$ cat src/hw/rtl/teq_pkg.sv
// teq_pkg: shared constants for the timed event queue
// no dependencies
package teq_pkg;

    localparam int DEF_LIVE_DEPTH    = 16;
    localparam int DEF_PENDING_DEPTH = 16;

    localparam int ID_W    = 16;
    localparam int TIME_W  = 32;
    localparam int ENTRY_W = ID_W + TIME_W;
    localparam int COUNT_W = 5;

    localparam logic [1:0] OP_ENQUEUE = 2'd0;
    localparam logic [1:0] OP_DEQUEUE = 2'd1;
    localparam logic [1:0] OP_CLEAR   = 2'd2;
    localparam logic [1:0] OP_UPDATE  = 2'd3;

    localparam logic [1:0] ST_DONE = 2'd0;
    localparam logic [1:0] ST_DUP  = 2'd1;
    localparam logic [1:0] ST_FULL = 2'd2;

    localparam logic KIND_DELIVER = 1'b0;
    localparam logic KIND_STATUS  = 1'b1;

endpackage

$ cat src/hw/rtl/teq_ram.sv
// teq_ram: generic single write, single read port ram with registered read
// no dependencies
module teq_ram #(
    parameter int WIDTH = 8,
    parameter int DEPTH = 16
) (
    input  logic                     clk,
    input  logic                     wr_en,
    input  logic [$clog2(DEPTH)-1:0] wr_addr,
    input  logic [WIDTH-1:0]         wr_data,
    input  logic                     rd_en,
    input  logic [$clog2(DEPTH)-1:0] rd_addr,
    output logic [WIDTH-1:0]         rd_data
);

    logic [WIDTH-1:0] mem [DEPTH];

    always_ff @(posedge clk)
    begin
        if (wr_en)
        begin
            mem[wr_addr] <= wr_data;
        end
        if (rd_en)
        begin
            rd_data <= mem[rd_addr];
        end
    end

endmodule

$ cat src/hw/rtl/timed_event_queue_top.sv
// timed event queue: live event table and pending insert list in two rams
// depends on teq_pkg and teq_ram
// enqueue sweeps both rams, dequeue sweeps the live ram, clear sweeps neither,
// update sweeps the live ram twice, then moves pending entries into free slots found by a scan
// one request at a time; each ram sweep reads one slot per cycle through its single read port
// results are one-cycle strobes, the last one carries last = 1 as busy drops
// asynchronous reset empties the table, the marks and the pending list; ram contents are not cleared
module timed_event_queue_top
    import teq_pkg::*;
#(
    parameter int LIVE_DEPTH    = DEF_LIVE_DEPTH,
    parameter int PENDING_DEPTH = DEF_PENDING_DEPTH
) (
    input  logic               clk,
    input  logic               rst_n,
    input  logic               start,
    output logic               busy,
    input  logic [1:0]         op,
    input  logic [ID_W-1:0]    event_id,
    input  logic [TIME_W-1:0]  start_time,
    input  logic [TIME_W-1:0]  delay,
    input  logic [TIME_W-1:0]  now_time,
    output logic               result_valid,
    output logic               kind,
    output logic [ID_W-1:0]    delivered_id,
    output logic [1:0]         status,
    output logic [COUNT_W-1:0] live_count,
    output logic               last
);

    localparam int LAW  = $clog2(LIVE_DEPTH);
    localparam int PAW  = $clog2(PENDING_DEPTH);
    localparam int CW   = $clog2(LIVE_DEPTH + 1);
    localparam int PCW  = $clog2(PENDING_DEPTH + 1);
    localparam int MAXD = (LIVE_DEPTH > PENDING_DEPTH) ? LIVE_DEPTH : PENDING_DEPTH;
    localparam int SW   = $clog2(MAXD + 1);
    localparam int MW   = (CW > PCW) ? CW : PCW;

    localparam logic [3:0] S_IDLE   = 4'd0;
    localparam logic [3:0] S_ENQ    = 4'd1;
    localparam logic [3:0] S_DEQ    = 4'd2;
    localparam logic [3:0] S_EXP    = 4'd3;
    localparam logic [3:0] S_DLV    = 4'd4;
    localparam logic [3:0] S_INS_RD = 4'd5;
    localparam logic [3:0] S_INS_WR = 4'd6;
    localparam logic [3:0] S_MARKS  = 4'd7;
    localparam logic [3:0] S_FIN    = 4'd8;

    logic [3:0]            state_reg, state_next;
    logic [ID_W-1:0]       id_reg, id_next;
    logic [TIME_W-1:0]     exp_reg, exp_next;
    logic [TIME_W-1:0]     now_reg, now_next;
    logic [LIVE_DEPTH-1:0] valid_reg, valid_next;
    logic [LIVE_DEPTH-1:0] mark_reg, mark_next;
    logic [LIVE_DEPTH-1:0] xmask_reg, xmask_next;
    logic [PCW-1:0]        pend_reg, pend_next;
    logic [CW-1:0]         cnt_reg, cnt_next;
    logic [CW-1:0]         upd_cnt_reg, upd_cnt_next;
    logic [CW-1:0]         kept_reg, kept_next;
    logic [CW-1:0]         free_reg, free_next;
    logic [SW-1:0]         idx_reg, idx_next;
    logic [SW-1:0]         didx_reg, didx_next;
    logic                  dvld_reg, dvld_next;
    logic                  dup_reg, dup_next;
    logic [1:0]            st_reg, st_next;
    logic [LAW:0]          slot_reg, slot_next;
    logic [PCW-1:0]        pidx_reg, pidx_next;

    logic                  rv_reg, rv_next;
    logic                  kind_reg, kind_next;
    logic [ID_W-1:0]       did_reg, did_next;
    logic [1:0]            rst_reg, rst_next;
    logic [COUNT_W-1:0]    lc_reg, lc_next;
    logic                  last_reg, last_next;

    logic                  l_we, l_re, p_we, p_re;
    logic [LAW-1:0]        l_waddr, l_raddr;
    logic [PAW-1:0]        p_waddr, p_raddr;
    logic [ENTRY_W-1:0]    l_wdata, l_rdata, p_wdata, p_rdata;

    logic [TIME_W:0]       sum;
    logic [LAW-1:0]        dslot;
    logic [LAW-1:0]        islot;
    logic [MW-1:0]         pend_w, free_w, take_w;
    logic [SW-1:0]         scan_end;

    teq_ram #(.WIDTH(ENTRY_W), .DEPTH(LIVE_DEPTH)) u_live_ram (
        .clk     (clk),
        .wr_en   (l_we),
        .wr_addr (l_waddr),
        .wr_data (l_wdata),
        .rd_en   (l_re),
        .rd_addr (l_raddr),
        .rd_data (l_rdata)
    );

    teq_ram #(.WIDTH(ENTRY_W), .DEPTH(PENDING_DEPTH)) u_pend_ram (
        .clk     (clk),
        .wr_en   (p_we),
        .wr_addr (p_waddr),
        .wr_data (p_wdata),
        .rd_en   (p_re),
        .rd_addr (p_raddr),
        .rd_data (p_rdata)
    );

    assign sum    = {1'b0, start_time} + {1'b0, delay};
    assign dslot  = didx_reg[LAW-1:0];
    assign islot  = slot_reg[LAW-1:0];
    assign pend_w = MW'(pend_reg);
    assign free_w = MW'(free_reg);
    assign take_w = (pend_w > free_w) ? free_w : pend_w;

    always_comb
    begin
        state_next   = state_reg;
        id_next      = id_reg;
        exp_next     = exp_reg;
        now_next     = now_reg;
        valid_next   = valid_reg;
        mark_next    = mark_reg;
        xmask_next   = xmask_reg;
        pend_next    = pend_reg;
        cnt_next     = cnt_reg;
        upd_cnt_next = upd_cnt_reg;
        kept_next    = kept_reg;
        free_next    = free_reg;
        idx_next     = idx_reg;
        didx_next    = didx_reg;
        dvld_next    = 1'b0;
        dup_next     = dup_reg;
        st_next      = st_reg;
        slot_next    = slot_reg;
        pidx_next    = pidx_reg;
        rv_next      = 1'b0;
        kind_next    = kind_reg;
        did_next     = did_reg;
        rst_next     = rst_reg;
        lc_next      = lc_reg;
        last_next    = last_reg;
        l_we         = 1'b0;
        l_waddr      = islot;
        l_wdata      = p_rdata;
        l_re         = 1'b0;
        l_raddr      = idx_reg[LAW-1:0];
        p_we         = 1'b0;
        p_waddr      = pend_reg[PAW-1:0];
        p_wdata      = {exp_reg, id_reg};
        p_re         = 1'b0;
        p_raddr      = idx_reg[PAW-1:0];
        scan_end     = (state_reg == S_ENQ) ? SW'(MAXD) : SW'(LIVE_DEPTH);

        // sweep: issue one read per cycle, handle the data read the cycle before
        if (state_reg == S_ENQ || state_reg == S_DEQ || state_reg == S_EXP ||
            state_reg == S_DLV)
        begin
            if (idx_reg < scan_end)
            begin
                l_re      = (idx_reg < SW'(LIVE_DEPTH));
                p_re      = (state_reg == S_ENQ) && (idx_reg < SW'(PENDING_DEPTH));
                dvld_next = 1'b1;
                didx_next = idx_reg;
                idx_next  = idx_reg + 1'b1;
            end
        end

        unique case (state_reg)
            S_IDLE:
            begin
                if (start)
                begin
                    id_next   = event_id;
                    exp_next  = sum[TIME_W] ? '1 : sum[TIME_W-1:0];
                    now_next  = now_time;
                    idx_next  = '0;
                    dup_next  = 1'b0;
                    st_next   = ST_DONE;
                    kept_next = '0;
                    free_next = '0;
                    unique case (op)
                        OP_ENQUEUE: state_next = S_ENQ;
                        OP_DEQUEUE: state_next = S_DEQ;
                        OP_CLEAR:   state_next = S_FIN;
                        OP_UPDATE:  state_next = S_EXP;
                        default:    state_next = S_IDLE;
                    endcase
                    if (op == OP_CLEAR)
                    begin
                        mark_next = mark_reg | valid_reg;
                        pend_next = '0;
                    end
                end
            end
            S_ENQ:
            begin
                if (dvld_reg)
                begin
                    if (didx_reg < SW'(LIVE_DEPTH) && valid_reg[dslot] &&
                        l_rdata[ID_W-1:0] == id_reg)
                    begin
                        dup_next = 1'b1;
                    end
                    if (didx_reg < SW'(pend_reg) && p_rdata[ID_W-1:0] == id_reg)
                    begin
                        dup_next = 1'b1;
                    end
                end
                else if (idx_reg == scan_end)
                begin
                    state_next = S_FIN;
                    if (dup_reg)
                    begin
                        st_next = ST_DUP;
                    end
                    else if (pend_reg == PCW'(PENDING_DEPTH))
                    begin
                        st_next = ST_FULL;
                    end
                    else
                    begin
                        p_we      = 1'b1;
                        pend_next = pend_reg + 1'b1;
                    end
                end
            end
            S_DEQ:
            begin
                if (dvld_reg)
                begin
                    if (valid_reg[dslot] && l_rdata[ID_W-1:0] == id_reg)
                    begin
                        mark_next[dslot] = 1'b1;
                    end
                end
                else if (idx_reg == scan_end)
                begin
                    state_next = S_FIN;
                end
            end
            S_EXP:
            begin
                if (dvld_reg)
                begin
                    xmask_next[dslot] = valid_reg[dslot] &&
                                        (l_rdata[ENTRY_W-1:ID_W] <= now_reg);
                    if (!valid_reg[dslot] || l_rdata[ENTRY_W-1:ID_W] <= now_reg)
                    begin
                        free_next = free_reg + 1'b1;
                    end
                    else if (!mark_reg[dslot])
                    begin
                        kept_next = kept_reg + 1'b1;
                    end
                end
                else if (idx_reg == scan_end)
                begin
                    // final count is known before any delivery goes out
                    upd_cnt_next = kept_reg + CW'(take_w);
                    if (pend_w > free_w)
                    begin
                        st_next = ST_FULL;
                    end
                    idx_next   = '0;
                    state_next = S_DLV;
                end
            end
            S_DLV:
            begin
                if (dvld_reg)
                begin
                    if (xmask_reg[dslot])
                    begin
                        rv_next   = 1'b1;
                        kind_next = KIND_DELIVER;
                        did_next  = l_rdata[ID_W-1:0];
                        rst_next  = ST_DONE;
                        lc_next   = COUNT_W'(upd_cnt_reg);
                        last_next = 1'b0;
                    end
                end
                else if (idx_reg == scan_end)
                begin
                    valid_next = valid_reg & ~xmask_reg;
                    mark_next  = mark_reg & ~xmask_reg;
                    slot_next  = '0;
                    pidx_next  = '0;
                    state_next = (pend_reg == '0) ? S_MARKS : S_INS_RD;
                end
            end
            S_INS_RD:
            begin
                p_re       = 1'b1;
                p_raddr    = pidx_reg[PAW-1:0];
                state_next = S_INS_WR;
            end
            S_INS_WR:
            begin
                // walk to the next free slot, pending entry held on the ram output
                if (slot_reg == (LAW+1)'(LIVE_DEPTH))
                begin
                    state_next = S_MARKS;
                end
                else if (valid_reg[islot])
                begin
                    slot_next = slot_reg + 1'b1;
                end
                else
                begin
                    l_we              = 1'b1;
                    valid_next[islot] = 1'b1;
                    mark_next[islot]  = 1'b0;
                    slot_next         = slot_reg + 1'b1;
                    pidx_next         = pidx_reg + 1'b1;
                    state_next        = (pidx_reg + 1'b1 == pend_reg) ? S_MARKS : S_INS_RD;
                end
            end
            S_MARKS:
            begin
                valid_next = valid_reg & ~mark_reg;
                mark_next  = '0;
                pend_next  = '0;
                cnt_next   = upd_cnt_reg;
                state_next = S_FIN;
            end
            S_FIN:
            begin
                rv_next    = 1'b1;
                kind_next  = KIND_STATUS;
                did_next   = '0;
                rst_next   = st_reg;
                lc_next    = COUNT_W'(cnt_reg);
                last_next  = 1'b1;
                state_next = S_IDLE;
            end
            default:
            begin
                state_next = S_IDLE;
            end
        endcase
    end

    always_ff @(posedge clk or negedge rst_n)
    begin
        if (!rst_n)
        begin
            state_reg <= S_IDLE;
            valid_reg <= '0;
            mark_reg  <= '0;
            pend_reg  <= '0;
            cnt_reg   <= '0;
            dvld_reg  <= 1'b0;
            rv_reg    <= 1'b0;
        end
        else
        begin
            state_reg <= state_next;
            valid_reg <= valid_next;
            mark_reg  <= mark_next;
            pend_reg  <= pend_next;
            cnt_reg   <= cnt_next;
            dvld_reg  <= dvld_next;
            rv_reg    <= rv_next;
        end
    end

    always_ff @(posedge clk)
    begin
        id_reg      <= id_next;
        exp_reg     <= exp_next;
        now_reg     <= now_next;
        xmask_reg   <= xmask_next;
        upd_cnt_reg <= upd_cnt_next;
        kept_reg    <= kept_next;
        free_reg    <= free_next;
        idx_reg     <= idx_next;
        didx_reg    <= didx_next;
        dup_reg     <= dup_next;
        st_reg      <= st_next;
        slot_reg    <= slot_next;
        pidx_reg    <= pidx_next;
        kind_reg    <= kind_next;
        did_reg     <= did_next;
        rst_reg     <= rst_next;
        lc_reg      <= lc_next;
        last_reg    <= last_next;
    end

    assign busy         = (state_reg != S_IDLE);
    assign result_valid = rv_reg;
    assign kind         = kind_reg;
    assign delivered_id = did_reg;
    assign status       = rst_reg;
    assign live_count   = lc_reg;
    assign last         = last_reg;

endmodule

$ cat config.mk
export PLATFORM = sky130hd
export DESIGN_NAME = timed_event_queue_top
export DESIGN_NICKNAME = d
export VERILOG_FILES = /design/src/hw/rtl/teq_pkg.sv /design/src/hw/rtl/teq_ram.sv /design/src/hw/rtl/timed_event_queue_top.sv
export SDC_FILE = /design/constraint.sdc
export NUM_CORES = 2
export LEC_CHECK = 0
export BUFFER_PORTS_ARGS = -buffer_cell sky130_fd_sc_hd__buf_2
export CAP_MARGIN = 15
export CELL_PAD_IN_SITES_DETAIL_PLACEMENT = 0
export CELL_PAD_IN_SITES_GLOBAL_PLACEMENT = 1
export CORE_ASPECT_RATIO = 2
export CORE_MARGIN = 5
export CORE_UTILIZATION = 30
export CTS_CLUSTER_SIZE = 14
export DETAILED_ROUTE_END_ITERATION = 16
export PLACE_DENSITY_LB_ADDON = 0.1
export SETUP_SLACK_MARGIN = 0.15
export SKIP_LAST_GASP = 1
export SLEW_MARGIN = 10
export SYNTH_ARGS = -nofsm -noshare
export SYNTH_HDL_FRONTEND = slang
export SYNTH_SLANG_ARGS = --single-unit
$ cat constraint.sdc
create_clock -name clk -period 17.61 [get_ports clk]
set_clock_uncertainty 0.15 [all_clocks]
set_input_delay 1.761 -clock clk [delete_from_list [all_inputs] [get_ports clk]]
set_output_delay 1.761 -clock clk [all_outputs]
set_load 0.1 [all_outputs]
==> impl_metrics.py <==
metrics = {
    "status": {
        "outcome": "complete, no violations",
    },
    "pwr": {
        "p_sw_mw": 1.73,
        "p_leak_nw": 26.6,
        "power.share.switching_pct": 20.1,
        "p_total_mw": 8.57,
        "p_seq_share_pct": 55.2,
        "ir_drop_mv": 0.0747,
        "p_int_mw": 6.84,
        "pwr-share-clk_pct": 43.6,
        "combinationalPowerShare_pct": 1.2,
        "powerDensity_nw_per_um2": 101,
    },
    "setup_path": {
        "worstPathRequired_ns": 18.01,
        "reg2reg_from": "state_reg[0]$_DFFE_PN0P_",
        "critPathMostFrequentCell": "buf_4",
        "path_delay_family": "buffers and inverters",
        "start_kind": "register",
        "crit_path_max_fanout": 70,
        "worstPathArrival_ns": 5.83,
        "crit_buf_inv": 4,
        "reg2reg_to": "u_pend_ram.rd_data[18]$_DFFE_PP_",
        "cp_slowest_cell": "dfrtp_1",
        "crit_chain": "nor2b_1 -> a21oi_1 -> a21oi_4 -> buf_4 -> buf_4 -> buf_12 -> buf_4 -> mux4_2 -> and2_1 -> a211oi_1 -> a31oi_1",
        "cp-end-kind": "register",
        "rr_worst_depth": 11,
        "crit_start": "state_reg[0]$_DFFE_PN0P_",
        "cpPeakStageDelay_ns": 0.71,
        "reg2reg_slack_ns": 12.18,
        "crit_end": "u_pend_ram.rd_data[18]$_DFFE_PP_",
        "path_class": "reg -> reg",
        "worstSetupPathDepth": 11,
    },
    "yosys": {
        "synthFlopType": "edfxtp_1",
        "yosysWarningCount": 0,
        "syn_area_um2": 74100,
        "synth_top_area_share_pct": 72.3,
        "synth_edf_count": 1785,
        "ys_types": 66,
        "synthArstFlopShare_pct": 2.61,
        "yosys.area.top_type": "edfxtp_1",
        "synth_nets": 4244,
        "syn-instance-count": 4030,
        "yosysSeqAreaShare_pct": 74.1,
        "syn_avg_cell_area_um2": 18.4,
        "ys_seq_elements": 1838,
        "synthTopCellsByArea": "edfxtp_1 (72%), mux4_2 (9.3%), mux2i_1 (2.3%)",
    },
    "timing": {
        "max_freq_ghz": 0.184,
        "rsz0062_at_grt": "no",
        "hold_viol_final": 0,
        "tns_ns": 0,
        "finalCritPeriodShare_pct": 30.8,
        "min_period_ns": 5.43,
        "tightestPinTransition_ns": 1.17,
        "slew_violations": 0,
        "setup_viol": 0,
        "slew_headroom_pct": 21.3,
    },
    "clocking": {
        "clkTransAtPathRegs_ns": 0.06,
        "h-tree-depth": 4,
        "clock_latency_ns": 0.84,
        "root_buffer": "clkbuf_16",
        "clockBufferDepth": 4,
        "cts_buffers": 181,
        "cts_setup_buffers": 0,
        "cts_tree": "yes",
        "cts_resized": 0,
        "cts_hold_buf": 0,
        "cts_sinks": 1838,
    },
    "die": {
        "die_w_um": 361,
        "rows": 258,
        "die_area_um2": 258000,
        "core_area_um2": 246000,
        "initial_utilization_pct": 30.1,
        "ioPinCount": 144,
        "floorplan.die.height_um": 713,
    },
    "detailed_routing": {
        "wl_um": 220000,
        "avgViaCountPerCell": 4.99,
        "drcViolationCount": 0,
        "vias": 38100,
        "drt-pass1-iter-count": 4,
        "drt_iter0_drc": 2186,
        "drt.antenna.violating_nets": 0,
        "routedWlPerCell_um": 28.8,
    },
    "min_path": {
        "hold_class": "reg -> reg",
    },
    "place": {
        "place.gp.congestion": 0.774,
        "placed_cells": 7321,
        "dp_hpwl_um": 129000,
        "io_buffer_count": 143,
    },
    "grt": {
        "grt_first_pass_wirelength_um": 313000,
        "grt_max_degree": 116,
        "grt-ovfl-total": 0,
        "grt_pass1_vias": 41600,
        "gr-usage-all-layers_pct": 16.9,
        "antenna_found_initial": 16,
    },
    "cells_and_area": {
        "finalNonFillerCells": 7639,
        "area_growth_pct": 14.3,
        "post-route-util_pct": 34.4,
        "final_common_cell": "edfxtp_1",
        "layout_common_cells": "edfxtp_1 (1785), mux4_2 (307), nand2_1 (222)",
        "layout-drive-gt1-share_pct": 20.8,
        "reg.largest.list": "u_live_ram.mem x768, u_pend_ram.mem x768",
        "nNetsFinal": 4468,
    },
    "flow_run": {
        "cap_violations": 0,
    },
}
-- power by group through the flow --
| stage | logic (mW) | registers, mW | clock network [mW] |
|---|---|---|---|
| final | 0.105 | 4.73 | 3.73 |
| after global routing | 0.118 | 4.72 | 4.04 |
| after CTS | 0.107 | 4.73 | 3.88 |
| after detailed placement | 0.107 | 4.82 | 0 |
| after global placement | 0.107 | 4.82 | 0 |
| after floorplan | 0.0624 | 4.82 | 0 |
-- routing by layer --
metal  track usage [%]  up-vias  share of wire (%)
met3              1.67      297                2.6
met4              5.09        2                3.2
li1                  -    16700                  -
met5                 0        -             0.0059
met1              19.7    20400                 39
met2              32.4      666                 55
-- worst min-delay path by stage --
stage / startpoint / to / cells past startpoint
after floorplan: idx_reg[2]$_DFF_P_ / didx_reg[2]$_DFFE_PP_ / 0
after global placement: cnt_reg[3]$_DFFE_PN0P_ / cnt_reg[3]$_DFFE_PN0P_ / 1
after detailed placement: cnt_reg[0]$_DFFE_PN0P_ / cnt_reg[0]$_DFFE_PN0P_ / 1
after CTS: cnt_reg[0]$_DFFE_PN0P_ / cnt_reg[0]$_DFFE_PN0P_ / 1
after global routing: cnt_reg[0]$_DFFE_PN0P_ / cnt_reg[0]$_DFFE_PN0P_ / 1
final: cnt_reg[0]$_DFFE_PN0P_ / cnt_reg[0]$_DFFE_PN0P_ / 1
-- per-stage QoR --
step / hold slack [ns] / setup WS, ns / cell area (µm²)
global placement: 0.331 / 11.91 / 79200
global route: 0.370 / 11.59 / 84600
CTS: 0.357 / 11.94 / 84600
floorplan: 0.279 / 10.59 / 74100
detailed placement: 0.342 / 11.92 / 79200
finish: 0.355 / 12.18 / 84700
-- area by class of cell --
cell class              count  area (µm²)
diodes                      5        12.5
inverters                  71         267
flip-flops and latches   1838       54900
repair buffers            250        1590
well taps                3250        4070
multi-input cells        1912       18300
fillers                 23400      162000
clock buffers             227        4760
clock inverters            86         706
-- synth_stat cells, types with 22 or more instances --
master	count
xnor2_1	47
edfxtp_1	1785
a21o_1	28
dfrtp_1	48
nor4_1	29
a21oi_1	123
nand2_1	223
nand3_1	22
mux2_2	60
buf_1	34
mux4_2	307
a22oi_1	49
mux2i_1	168
clkbuf_1	125
nand4_1	24
inv_1	68
a211oi_1	55
xor2_1	35
nor2_1	119
nor3_1	26
ha_1	95
and2_1	62
a221oi_1	64
nor2b_1	28
a31oi_1	57
buf_2	31
o21ai_0	146
-- kinds of logic after synthesis --
kind of cell / share of synthesized area (%)
DFF: 74.1
and+or+nand+nor: 3.79
xor gates and xnor gates: 0.969
buffers and inverters: 1.61
muxes: 12.5
adders and majority gates: 1.66
AOI/OAI and AO/OA: 5.36
(Power assumes the default switching activity.)
